File: src/hdl/utd_pkg.sv
// Shared constants and types for the Unicode text decoder.
// No dependencies; used by the decoder top level and its port checker.
package utd_pkg;

    // Encoding mode codes held in the configuration register
    localparam logic [2:0] MODE_UTF8    = 3'd0;
    localparam logic [2:0] MODE_UTF16LE = 3'd1;
    localparam logic [2:0] MODE_UTF16BE = 3'd2;
    localparam logic [2:0] MODE_UTF32LE = 3'd3;
    localparam logic [2:0] MODE_UTF32BE = 3'd4;
    localparam logic [2:0] MODE_ASCII   = 3'd5;

    // Field widths
    localparam int MODE_W  = 3;
    localparam int BYTE_W  = 8;
    localparam int CP_W    = 21;
    localparam int CNT_W   = 3;
    localparam int GATH_W  = 24;
    localparam int OUT_W   = CP_W + CNT_W;

    // Status codes
    localparam logic STAT_OK  = 1'b0;
    localparam logic STAT_ERR = 1'b1;

    // Code point limits
    localparam logic [31:0] CP_LIMIT    = 32'h0011_0000;
    localparam logic [15:0] SURR_HI_LO  = 16'hD800;
    localparam logic [15:0] SURR_LO_LO  = 16'hDC00;
    localparam logic [15:0] SURR_END    = 16'hE000;
    localparam logic [CP_W-1:0] SUPP_BASE = 21'h01_0000;

    // Swap the two bytes of a 16-bit unit for little-endian input
    function automatic logic [15:0] unit16(input logic [15:0] pair, input logic little);
        logic [15:0] res;
        res = little ? {pair[7:0], pair[15:8]} : pair;
        return res;
    endfunction

endpackage

File: src/hdl/unicode_text_decoder.sv
// Unicode text decoder: one byte per word in, one code point or error per character out.
// Depends on utd_pkg for mode codes, widths and limits.
//
// The result of an accepted byte is registered in the output register.
// Throughput: one byte per cycle; the single output register limits it only while
// the result side stalls. Reset clears the mode to UTF-8, all decode state,
// the error latch and the output valid.
module unicode_text_decoder (
    input  logic                      aclk,
    input  logic                      aresetn,
    // configuration
    input  logic                      cfg_wr_en,
    input  logic [utd_pkg::MODE_W-1:0] cfg_wr_data,
    // byte input
    input  logic                      s_axis_tvalid,
    output logic                      s_axis_tready,
    input  logic [7:0]                s_axis_tdata,   // [7:0] data_byte
    input  logic                      s_axis_tlast,   // end_of_text
    // result output
    output logic                      m_axis_tvalid,
    input  logic                      m_axis_tready,
    output logic [23:0]               m_axis_tdata,   // [20:0] code_point, [23:21] bytes_used
    output logic                      m_axis_tuser    // [0] status
);

    logic [utd_pkg::MODE_W-1:0]  mode_reg;
    logic [utd_pkg::CNT_W-1:0]   seen_reg, seen_next;
    logic [utd_pkg::CNT_W-1:0]   exp_reg, exp_next;
    logic [utd_pkg::GATH_W-1:0]  gath_reg, gath_next;
    logic                        err_lat_reg, err_lat_next;

    logic                        out_valid_reg;
    logic [utd_pkg::CP_W-1:0]    out_cp_reg;
    logic [utd_pkg::CNT_W-1:0]   out_used_reg;
    logic                        out_stat_reg;

    logic                        accept;
    logic [7:0]                  b;
    logic [31:0]                 g;
    logic [utd_pkg::CNT_W-1:0]   seen_n;
    logic                        done, err, emit;
    logic [utd_pkg::CP_W-1:0]    cp;
    logic [15:0]                 u1, u2;
    logic [31:0]                 v32;
    logic                        little;

    // Take a new byte whenever the output register is free or being drained
    assign s_axis_tready = !out_valid_reg || m_axis_tready;
    assign accept        = s_axis_tvalid && s_axis_tready;

    assign b      = s_axis_tdata;
    assign g      = {gath_reg, b};
    assign seen_n = seen_reg + 3'd1;

    // Decode the byte against the pending character
    always_comb begin
        done   = 1'b0;
        err    = 1'b0;
        cp     = '0;
        exp_next = exp_reg;
        little = (mode_reg == utd_pkg::MODE_UTF16LE);
        u1     = '0;
        u2     = '0;
        v32    = g;
        unique case (mode_reg)
            utd_pkg::MODE_UTF8: begin
                if (seen_n == 3'd1) begin
                    if (b[7] == 1'b0) begin
                        done = 1'b1;
                        cp   = {13'd0, b};
                    end else if (b[7:5] == 3'b110) begin
                        exp_next = 3'd2;
                    end else if (b[7:4] == 4'b1110) begin
                        exp_next = 3'd3;
                    end else if (b[7:3] == 5'b11110) begin
                        exp_next = 3'd4;
                    end else begin
                        err = 1'b1;
                    end
                end else if (b[7:6] != 2'b10) begin
                    err = 1'b1;
                end else if (seen_n >= exp_reg) begin
                    done = 1'b1;
                    if (exp_reg == 3'd2) begin
                        cp = {10'd0, g[12:8], g[5:0]};
                    end else if (exp_reg == 3'd3) begin
                        cp = {5'd0, g[19:16], g[13:8], g[5:0]};
                    end else begin
                        cp = {g[26:24], g[21:16], g[13:8], g[5:0]};
                    end
                end
            end
            utd_pkg::MODE_UTF16LE, utd_pkg::MODE_UTF16BE: begin
                if (seen_n == 3'd1) begin
                    exp_next = 3'd2;
                end else if (seen_n == 3'd2) begin
                    u1 = utd_pkg::unit16(g[15:0], little);
                    if (u1 >= utd_pkg::SURR_HI_LO && u1 < utd_pkg::SURR_LO_LO) begin
                        exp_next = 3'd4;
                    end else if (u1 >= utd_pkg::SURR_LO_LO && u1 < utd_pkg::SURR_END) begin
                        err = 1'b1;
                    end else begin
                        done = 1'b1;
                        cp   = {5'd0, u1};
                    end
                end else if (seen_n >= 3'd4) begin
                    u1 = utd_pkg::unit16(g[31:16], little);
                    u2 = utd_pkg::unit16(g[15:0], little);
                    if (u1 < utd_pkg::SURR_HI_LO || u1 >= utd_pkg::SURR_LO_LO
                        || u2 < utd_pkg::SURR_LO_LO || u2 >= utd_pkg::SURR_END) begin
                        err = 1'b1;
                    end else begin
                        done = 1'b1;
                        cp   = {1'b0, u1[9:0], u2[9:0]} + utd_pkg::SUPP_BASE;
                    end
                end
            end
            utd_pkg::MODE_UTF32LE, utd_pkg::MODE_UTF32BE: begin
                exp_next = 3'd4;
                if (mode_reg == utd_pkg::MODE_UTF32LE) begin
                    v32 = {g[7:0], g[15:8], g[23:16], g[31:24]};
                end
                if (seen_n >= 3'd4) begin
                    if (v32 >= utd_pkg::CP_LIMIT
                        || (v32 >= {16'd0, utd_pkg::SURR_HI_LO}
                            && v32 < {16'd0, utd_pkg::SURR_END})) begin
                        err = 1'b1;
                    end else begin
                        done = 1'b1;
                        cp   = v32[utd_pkg::CP_W-1:0];
                    end
                end
            end
            utd_pkg::MODE_ASCII: begin
                if (b[7]) begin
                    err = 1'b1;
                end else begin
                    done = 1'b1;
                    cp   = {13'd0, b};
                end
            end
            default: begin
                err = 1'b1;
            end
        endcase
        // Last byte with a character still open is a truncation error
        if (!done && !err && s_axis_tlast) begin
            err = 1'b1;
        end
    end

    assign emit = accept && !err_lat_reg && (done || err);

    // Next decode state
    always_comb begin
        seen_next    = seen_reg;
        gath_next    = gath_reg;
        err_lat_next = err_lat_reg;
        if (!err_lat_reg) begin
            if (done || err) begin
                seen_next = '0;
                gath_next = '0;
                if (err) begin
                    err_lat_next = 1'b1;
                end
            end else begin
                seen_next = seen_n;
                gath_next = g[utd_pkg::GATH_W-1:0];
            end
        end
        if (s_axis_tlast) begin
            seen_next    = '0;
            gath_next    = '0;
            err_lat_next = 1'b0;
        end
    end

    // Hold mode and decode state; a config write restarts at a character boundary
    always_ff @(posedge aclk) begin
        if (!aresetn) begin
            mode_reg    <= utd_pkg::MODE_UTF8;
            seen_reg    <= '0;
            exp_reg     <= '0;
            gath_reg    <= '0;
            err_lat_reg <= 1'b0;
        end else if (cfg_wr_en) begin
            mode_reg    <= cfg_wr_data;
            seen_reg    <= '0;
            exp_reg     <= '0;
            gath_reg    <= '0;
            err_lat_reg <= 1'b0;
        end else if (accept) begin
            seen_reg    <= seen_next;
            gath_reg    <= gath_next;
            err_lat_reg <= err_lat_next;
            if (err_lat_reg || done || err || s_axis_tlast) begin
                exp_reg <= '0;
            end else begin
                exp_reg <= exp_next;
            end
        end
    end

    // Output valid: load on a result, drop when taken
    always_ff @(posedge aclk) begin
        if (!aresetn) begin
            out_valid_reg <= 1'b0;
        end else if (s_axis_tready) begin
            out_valid_reg <= emit;
        end
    end

    // Output payload
    always_ff @(posedge aclk) begin
        if (emit) begin
            out_cp_reg   <= err ? '0 : cp;
            out_stat_reg <= err ? utd_pkg::STAT_ERR : utd_pkg::STAT_OK;
            out_used_reg <= seen_n;
        end
    end

    assign m_axis_tvalid = out_valid_reg;
    assign m_axis_tdata  = {out_used_reg, out_cp_reg};
    assign m_axis_tuser  = out_stat_reg;

endmodule

File: config.mk
export PLATFORM = sky130hd
export DESIGN_NAME = unicode_text_decoder
export DESIGN_NICKNAME = d
export VERILOG_FILES = /design/src/hdl/utd_pkg.sv /design/src/hdl/unicode_text_decoder.sv
export SDC_FILE = /design/constraint.sdc
export NUM_CORES = 1
export LEC_CHECK = 0
export ABC_AREA = 1
export BUFFER_PORTS_ARGS = -buffer_cell sky130_fd_sc_hd__buf_2
export CAP_MARGIN = 20
export CORE_AREA = 2 2 98 138
export DETAILED_ROUTE_END_ITERATION = 6
export DIE_AREA = 0 0 100 140
export SYNTH_ARGS = -nofsm -noshare
export SYNTH_HDL_FRONTEND = slang
export SYNTH_SLANG_ARGS = --single-unit
File: constraint.sdc
create_clock -name aclk -period 7.6 [get_ports aclk]
set_input_delay 1.52 -clock aclk [delete_from_list [all_inputs] [get_ports aclk]]
set_output_delay 1.52 -clock aclk [all_outputs]
set_load 0.005 [all_outputs]
Yosys cells after proc, flatten, opt, wreduce, memory -nomap -nowiden
Index checks and enable logic that the tools add are counted.
- $add $sub $neg: 2
- multiply operators: 0
- divide/modulo/power cells: 0
- $lt $le $gt $ge: 12
- equal/unequal tests: 19
- shifts and indexed selects: 0
- muxes and demuxes: 69
- bitwise logic cells: 1
- reductions and logical operators: 28
- operators by type and width (cell ; number):
    $mux W21 ; 11
    $pmux W21 S4 ; 1
    $mux W24 ; 3
    $ge A16 B16 Y1 const B ; 4
    $mux W16 ; 4
    $mux W32 ; 2
    $lt A16 B16 Y1 const B ; 3
    $mux W3 ; 12
    $ge A32 B16 Y1 const B ; 1
    $ge A32 B21 Y1 const B ; 1
    $lt A32 B16 Y1 const B ; 1
    $mux W1 ; 32
    $add A20 B17 Y21 const B ; 1
    $eq A3 B2 Y1 const B ; 5
    $eq A3 B3 Y1 const B ; 3
    $logic_or A1 B1 Y1 ; 9
    $pmux W3 S3 ; 1
    $logic_and A1 B1 Y1 ; 8
    $ne A4 B4 Y1 const B ; 2
    $pmux W1 S4 ; 2
    $mux W7 ; 1
    $reduce_and A7 Y1 ; 1
    $eq A3 B1 Y1 const B ; 2
    $ne A3 B3 Y1 const B ; 2
    13 further kinds ; 19
- bits in registers: 60
- latch bits: 0
- RAM bits: 0
- bits in read-only memories: 0
- input port bits: 17
- output and inout port bits: 27
- word-level logic and storage cells: 140
- memories kept: 0

Logic depth before layout (Yosys ltp)
- depth in word-level cells: 19
- gate-level depth with buffers: 18
- mapped depth without buffers: 16

Least setup slack after synthesis
Ideal clock, no wire load.
- kind: input-to-reg
- start: input s_axis_tdata[7]
- end: register out_stat_reg (netlist: m_axis_tuser) (enable)
- setup time: 0.380 ns
- arrival time: 3.082 ns
- required time: 7.220 ns
- setup slack: 4.138 ns
- stages: 14
- path buffers: 0
- cells stage by stage: inv_1 nand3_1 nand2_1 nor2_1 nand2_1 nor2_1 nand2_1 nand2_2 nand3_4 inv_2 nor2_1 nand3_1 nand3_1 inv_1
- cells in the longest elaborated chain, start to end: 15
- elaborated cells on any way between the ends: 56
- classes of those cells: order compare (8); eq/ne (4); mux (32); reduce/logical (12)
- ends and longest elaborated chain (item ; RTL line ; text):
    from (decl) ; unicode_text_decoder.sv:17 ; input logic [7:0] s_axis_tdata,
    $mux W16 ; utd_pkg.sv:35 ; res = little ? {pair[7:0], pair[15:8]} : pair;
    $lt A16 B16 Y1 ; unicode_text_decoder.sv:98, unicode_text_decoder.sv:110 ;
    $logic_or A1 B1 Y1 (2 in series) ; unicode_text_decoder.sv:110 ; || u2 < utd_pkg::SURR_LO_LO || u2 >= utd_pkg::SURR_END) begin
    $mux W1 ; unicode_text_decoder.sv:109 ; if (u1 < utd_pkg::SURR_HI_LO || u1 >= utd_pkg::SURR_LO_LO
    $mux W1 ; unicode_text_decoder.sv:106 ; end else if (seen_n >= 3'd4) begin
    $mux W1 ; unicode_text_decoder.sv:96 ; end else if (seen_n == 3'd2) begin
    $mux W1 ; unicode_text_decoder.sv:94 ; if (seen_n == 3'd1) begin
    $pmux W1 S4 ; unicode_text_decoder.sv:65 ; unique case (mode_reg)
    $logic_not A1 Y1 ; unicode_text_decoder.sv:147 ; if (!done && !err && s_axis_tlast) begin
    $logic_and A1 B1 Y1 (2 in series) ; unicode_text_decoder.sv:147 ;
    $mux W1 ; unicode_text_decoder.sv:147 ;
    $logic_or A1 B1 Y1 (*) ; unicode_text_decoder.sv:152 ; assign emit = accept && !err_lat_reg && (done || err);
    $logic_and A1 B1 Y1 (*) ; unicode_text_decoder.sv:152 ;
    net emit ; unicode_text_decoder.sv:41 ; logic done, err, emit;
    to (signal assigned) ; unicode_text_decoder.sv:217 ; out_stat_reg <= err ? utd_pkg::STAT_ERR : utd_pkg::STAT_OK;
    to (decl) ; unicode_text_decoder.sv:35 ; logic out_stat_reg;
The timed path passes the listed nets; every way through them passes the cells marked *. The select of a mux whose other input is x is not followed.
A chain may end at the register's enable or synchronous reset.

Final worst setup path
- start: register mode_reg[2] (netlist bit)
- end: register out_cp_reg[3] (netlist bit) (enable)
- cells in the longest elaborated chain, start to end: 17
- elaborated cells on any way between the ends: 54
- classes of those cells: order compare (10); eq/ne (5); mux (23); reduce/logical (16)
- ends and longest elaborated chain (item ; RTL line ; text):
    from (decl) ; unicode_text_decoder.sv:26 ; logic [utd_pkg::MODE_W-1:0] mode_reg;
    from (signal assigned) ; unicode_text_decoder.sv:181 ; mode_reg <= utd_pkg::MODE_UTF8;
    from (signal assigned) ; unicode_text_decoder.sv:187 ; mode_reg <= cfg_wr_data;
    $eq A3 B1 Y1 ; unicode_text_decoder.sv:61, unicode_text_decoder.sv:65 ;
    $mux W16 ; utd_pkg.sv:35 ;
    $lt A16 B16 Y1 / $ge A16 B16 Y1 (equally long branches) ; unicode_text_decoder.sv:109 ;
    $logic_or A1 B1 Y1 ; unicode_text_decoder.sv:109 ;
    $logic_or A1 B1 Y1 (2 in series) ; unicode_text_decoder.sv:110 ;
    $mux W1 ; unicode_text_decoder.sv:109 ;
    $mux W1 ; unicode_text_decoder.sv:106 ;
    $mux W1 ; unicode_text_decoder.sv:96 ;
    $mux W1 ; unicode_text_decoder.sv:94 ;
    $pmux W1 S4 ; unicode_text_decoder.sv:65 ;
    $logic_not A1 Y1 ; unicode_text_decoder.sv:147 ;
    $logic_and A1 B1 Y1 (2 in series) ; unicode_text_decoder.sv:147 ;
    $mux W1 ; unicode_text_decoder.sv:147 ;
    $logic_or A1 B1 Y1 (*) ; unicode_text_decoder.sv:152 ;
    $logic_and A1 B1 Y1 (*) ; unicode_text_decoder.sv:152 ;
    net emit ; unicode_text_decoder.sv:41 ;
    to (signal assigned) ; unicode_text_decoder.sv:216 ; out_cp_reg <= err ? '0 : cp;
    to (decl) ; unicode_text_decoder.sv:33 ; logic [utd_pkg::CP_W-1:0] out_cp_reg;
Marked as above.

==> qor.txt <==
ROUTING
--------------------------------------------------------------------------------------
Violation count after the first detailed-routing iteration                         408
Post-route DRC violation count                                                       0
Routed via count                                                                  3847
Number of iterations in the first detailed-routing pass                              5
Routed Antenna Nets                                                                  0
Vias per cell                                                                     5.34
Detailed-route wire length                                                     12.6 mm
Detail-routed net length per standard cell                                     17.6 um

WORST SETUP PATH
--------------------------------------------------------------------------------------
List of cells traversed by the critical path                              inv_2 > nand3_2 > inv_1 > nand3_1 > nand2_1 > nand2_1 > nor2_1 > nand2_1 > nand2_2 > nand3_4 > inv_2 > nor2_1 > nand3_1 > nand3_1 > inv_1
Library cell contributing the largest single delay on the critical path          inv_1
Critical Path Fanout Max                                                            37
CP Capture Type                                                                   flop
Critical path startpoint category                                                 flop
Critical Path Max Stage Delay                                                   710 ps
Critical path buffers and inverters                                                  4
Kind of cell adding the most delay to the critical path                   buffers and inverters
Type of the setup path with the least slack                               flop to flop
Endpoint required time on the critical path                                    7550 ps
Crit path arrival time                                                         4090 ps

GLOBAL ROUTING
--------------------------------------------------------------------------------------
Antenna violations before repair                                                     0
Total congestion overflow after global routing                                       0
Largest net degree at the start of global routing                                   38
Vias in the first global route                                                    3647
GRT Total Usage                                                                  18.5%
Wire length of the first global-routing pass                                   19.6 mm

DIE
--------------------------------------------------------------------------------------
Floorplan die area                                                          0.0140 mm2
Std-Cell Rows                                                                       49
Horizontal die dimension                                                        100 um
Initial Utilization                                                              29.4%
Height of the die                                                               140 um
Number of ports placed on the die boundary                                          44
Core Footprint                                                              0.0128 mm2

LAYOUT
--------------------------------------------------------------------------------------
Sequential cell area                                                       0.00145 mm2
Layout cell share with drive strength beyond 1                                   13.8%
Net count reported at finish                                                       588
Number of flip-flops in the largest register                                        24
Combined area of the multi-input logic cells                               0.00196 mm2
Area delta synth->final                                                          15.4%
Antenna diodes                                                                       0
Count of fill cells added during filler insertion                                 1396

SYNTHESIS
--------------------------------------------------------------------------------------
Area share of the largest cell type after synthesis                              20.0%
XOR/XNOR share of the synthesized area                                          0.467%
Post-synthesis mux area share                                                       0%
Avg Inst Size Synth                                                           7.10 um2
Share of synthesized area occupied by flip-flops and latches                     38.7%
Most used flip-flop cell after synthesis                                       dfxtp_1
Adder and majority gate portion of the synthesized area                          2.67%
Top cells by instance count after synthesis                               nand2_1 (145), inv_1 (57), nand3_1 (50)
Synth Warn #                                                                         0
Largest family of logic cells by synthesized area                         simple AND/OR/NAND/NOR gates
Unique masters post-synth                                                           38
Count of flip-flops with a built-in enable after synthesis                          25
Summed instance area of the synthesized netlist                            0.00375 mm2
Area fraction in and, or, nand and nor cells after synthesis                     30.1%
Post-synthesis sequential element count                                             60
Number of instances in the synthesized netlist                                     529
Synthesized net count                                                              554
Compound-Gate Fraction of Synth Area                                             18.9%
FFs w/ async S/R, synth                                                             0%
Biggest area contributors in the synthesized netlist                      edfxtp_1 (20%), dfxtp_1 (19%), nand2_1 (15%)
Most repeated cell in the gate-level netlist after synthesis                   nand2_1
Area leader, netlist                                                          edfxtp_1

CLOCKING
--------------------------------------------------------------------------------------
CTS root buf                                                                 clkbuf_16
Num Clock Sinks                                                                     60
Clock Pin Slew Worst Setup and Hold Paths                                        50 ps
Maximum root-to-sink buffer count                                                    2
H-tree depth                                                                         3
Number of clock buffers inserted by TritonCTS                                        9
Post-CTS Resized                                                                     0
Postcts setup bufs                                                                   0
Clock tree from TritonCTS                                                          yes
Skew-Pair Late Insertion Delay                                                  340 ps
# hold bufs at CTS                                                                   0

POWER AND IR DROP
--------------------------------------------------------------------------------------
Portion of total power attributed to the clock network                           42.9%
Net switching power of the design                                               228 uW
LEAKAGE                                                                     0.00172 uW
Sequential group share of total power                                            42.9%
Pwr Density                                                                 194 mW/mm2
Combinational group share of total power                                         14.2%
IR drop worst, VDD                                                            0.105 mV
Switching fraction of total power                                                27.1%
Cell-internal power                                                             613 uW

TIMING
--------------------------------------------------------------------------------------
Post-Route Skew                                                                8.86 ps
Relative max-transition margin                                                   31.6%
Post-route setup slack                                                         3460 ps
Final worst path period share                                                    54.5%
Final-report setup violation count                                                   0
Fin. max-slew vios                                                                   0
Setup Total Neg Slack                                                             0 ps
Highest attainable clock frequency                                             241 MHz
Unrepaired setup endpoints after global routing                                     no
Slew of the pin with the lowest slew margin                                    1030 ps
Final critical-path required period                                            4140 ps
Endpoints failing hold                                                               0

PLACE
--------------------------------------------------------------------------------------
Hpwl dp                                                                        9.62 mm
Port Buf Inserts                                                                    43
Worst slack at placement                                                       3350 ps
Routability congestion estimate                                                  0.969

RUN STATUS
--------------------------------------------------------------------------------------
Status                                                                    finished clean

RUN
--------------------------------------------------------------------------------------
Number of maximum-capacitance violations                                             0

HOLD PATH
--------------------------------------------------------------------------------------
Hold Path Class                                                           flop to flop

-- tightest hold or removal path, cell delays in order, from the launching register on --
cell and delay, ps:
dfxtp_1 310, nand2_1 60, a21oi_1 50
-- final timing paths --
path / from / to / slack (ps) / cells past startpoint
setup / recovery: mode_reg[2]$_SDFFE_PN0P_ / out_cp_reg[3]$_SDFFCE_PP0P_ / 3460 / 15
hold / removal: gath_reg[19]$_SDFFE_PP0P_ / gath_reg[19]$_SDFFE_PP0P_ / 470 / 2
setup reg to reg: mode_reg[2]$_SDFFE_PN0P_ / out_cp_reg[3]$_SDFFCE_PP0P_ / 3460 / 15
hold reg to reg: gath_reg[19]$_SDFFE_PP0P_ / gath_reg[19]$_SDFFE_PP0P_ / 470 / 2
-- power groups by stage --
stage / Clock, uW / Sequential [uW] / Combinational [uW]
floorplan: 0 / 367 / 76.2
global placement: 0 / 367 / 118
detailed placement: 0 / 367 / 119
CTS: 368 / 361 / 119
global route: 382 / 362 / 133
finish: 361 / 361 / 119
-- cell type report --
type | instances | share of cell area (%)
multi-input cells | 384 | 45.2
flip-flops and latches | 60 | 33.5
clock buffers | 12 | 5.69
clock inverters | 3 | 0.347
well taps | 153 | 4.42
repair buffers | 46 | 5.49
inverters | 62 | 5.37
-- metrics by stage --
stage / instance area [um2] / util, % / total power [uW] / hold WS, ps / cells
final: 4330 / 34.0 / 841 / 470 / 720
after global routing: 4330 / 34.0 / 877 / 497 / 720
after CTS: 4330 / 34.0 / 848 / 470 / 720
after detailed placement: 4070 / 31.9 / 486 / 462 / 705
after global placement: 4070 / 31.9 / 485 / 457 / 705
after floorplan: 3750 / - / 443 / 440 / 529
-- per-layer routing --
layer  global-route usage [%]  part of all wire, %
met1                     20.9                   39
met2                     32.3                   51
met3                     4.49                  6.5
met4                     8.87                  3.5
met5                        0                    0
-- cell usage in the layout (no fill, tap or decap), drive strengths merged, types with 2 or more instances in the layout --
cell type and count:
buf 46, a22oi 6, nor2 34, o211ai 10, nor3 6, nand3 54, a21oi 38, edfxtp 25
clkinv 5, o21ai 43, inv 60, o221ai 16, ha 8, nand2 148, nand4 11, dfxtp 35
clkbuf 12, or2 2
-- kinds of logic after synthesis --
group                    Yosys count
AND/OR/NAND/NOR                  256
AO/OA/AOI/OAI                    118
buffers and inverters             85
flip-flops                        60
adder cells (fa/ha/maj)            8
XOR/XNOR                           2
Power figures use the tool's default switching activity.
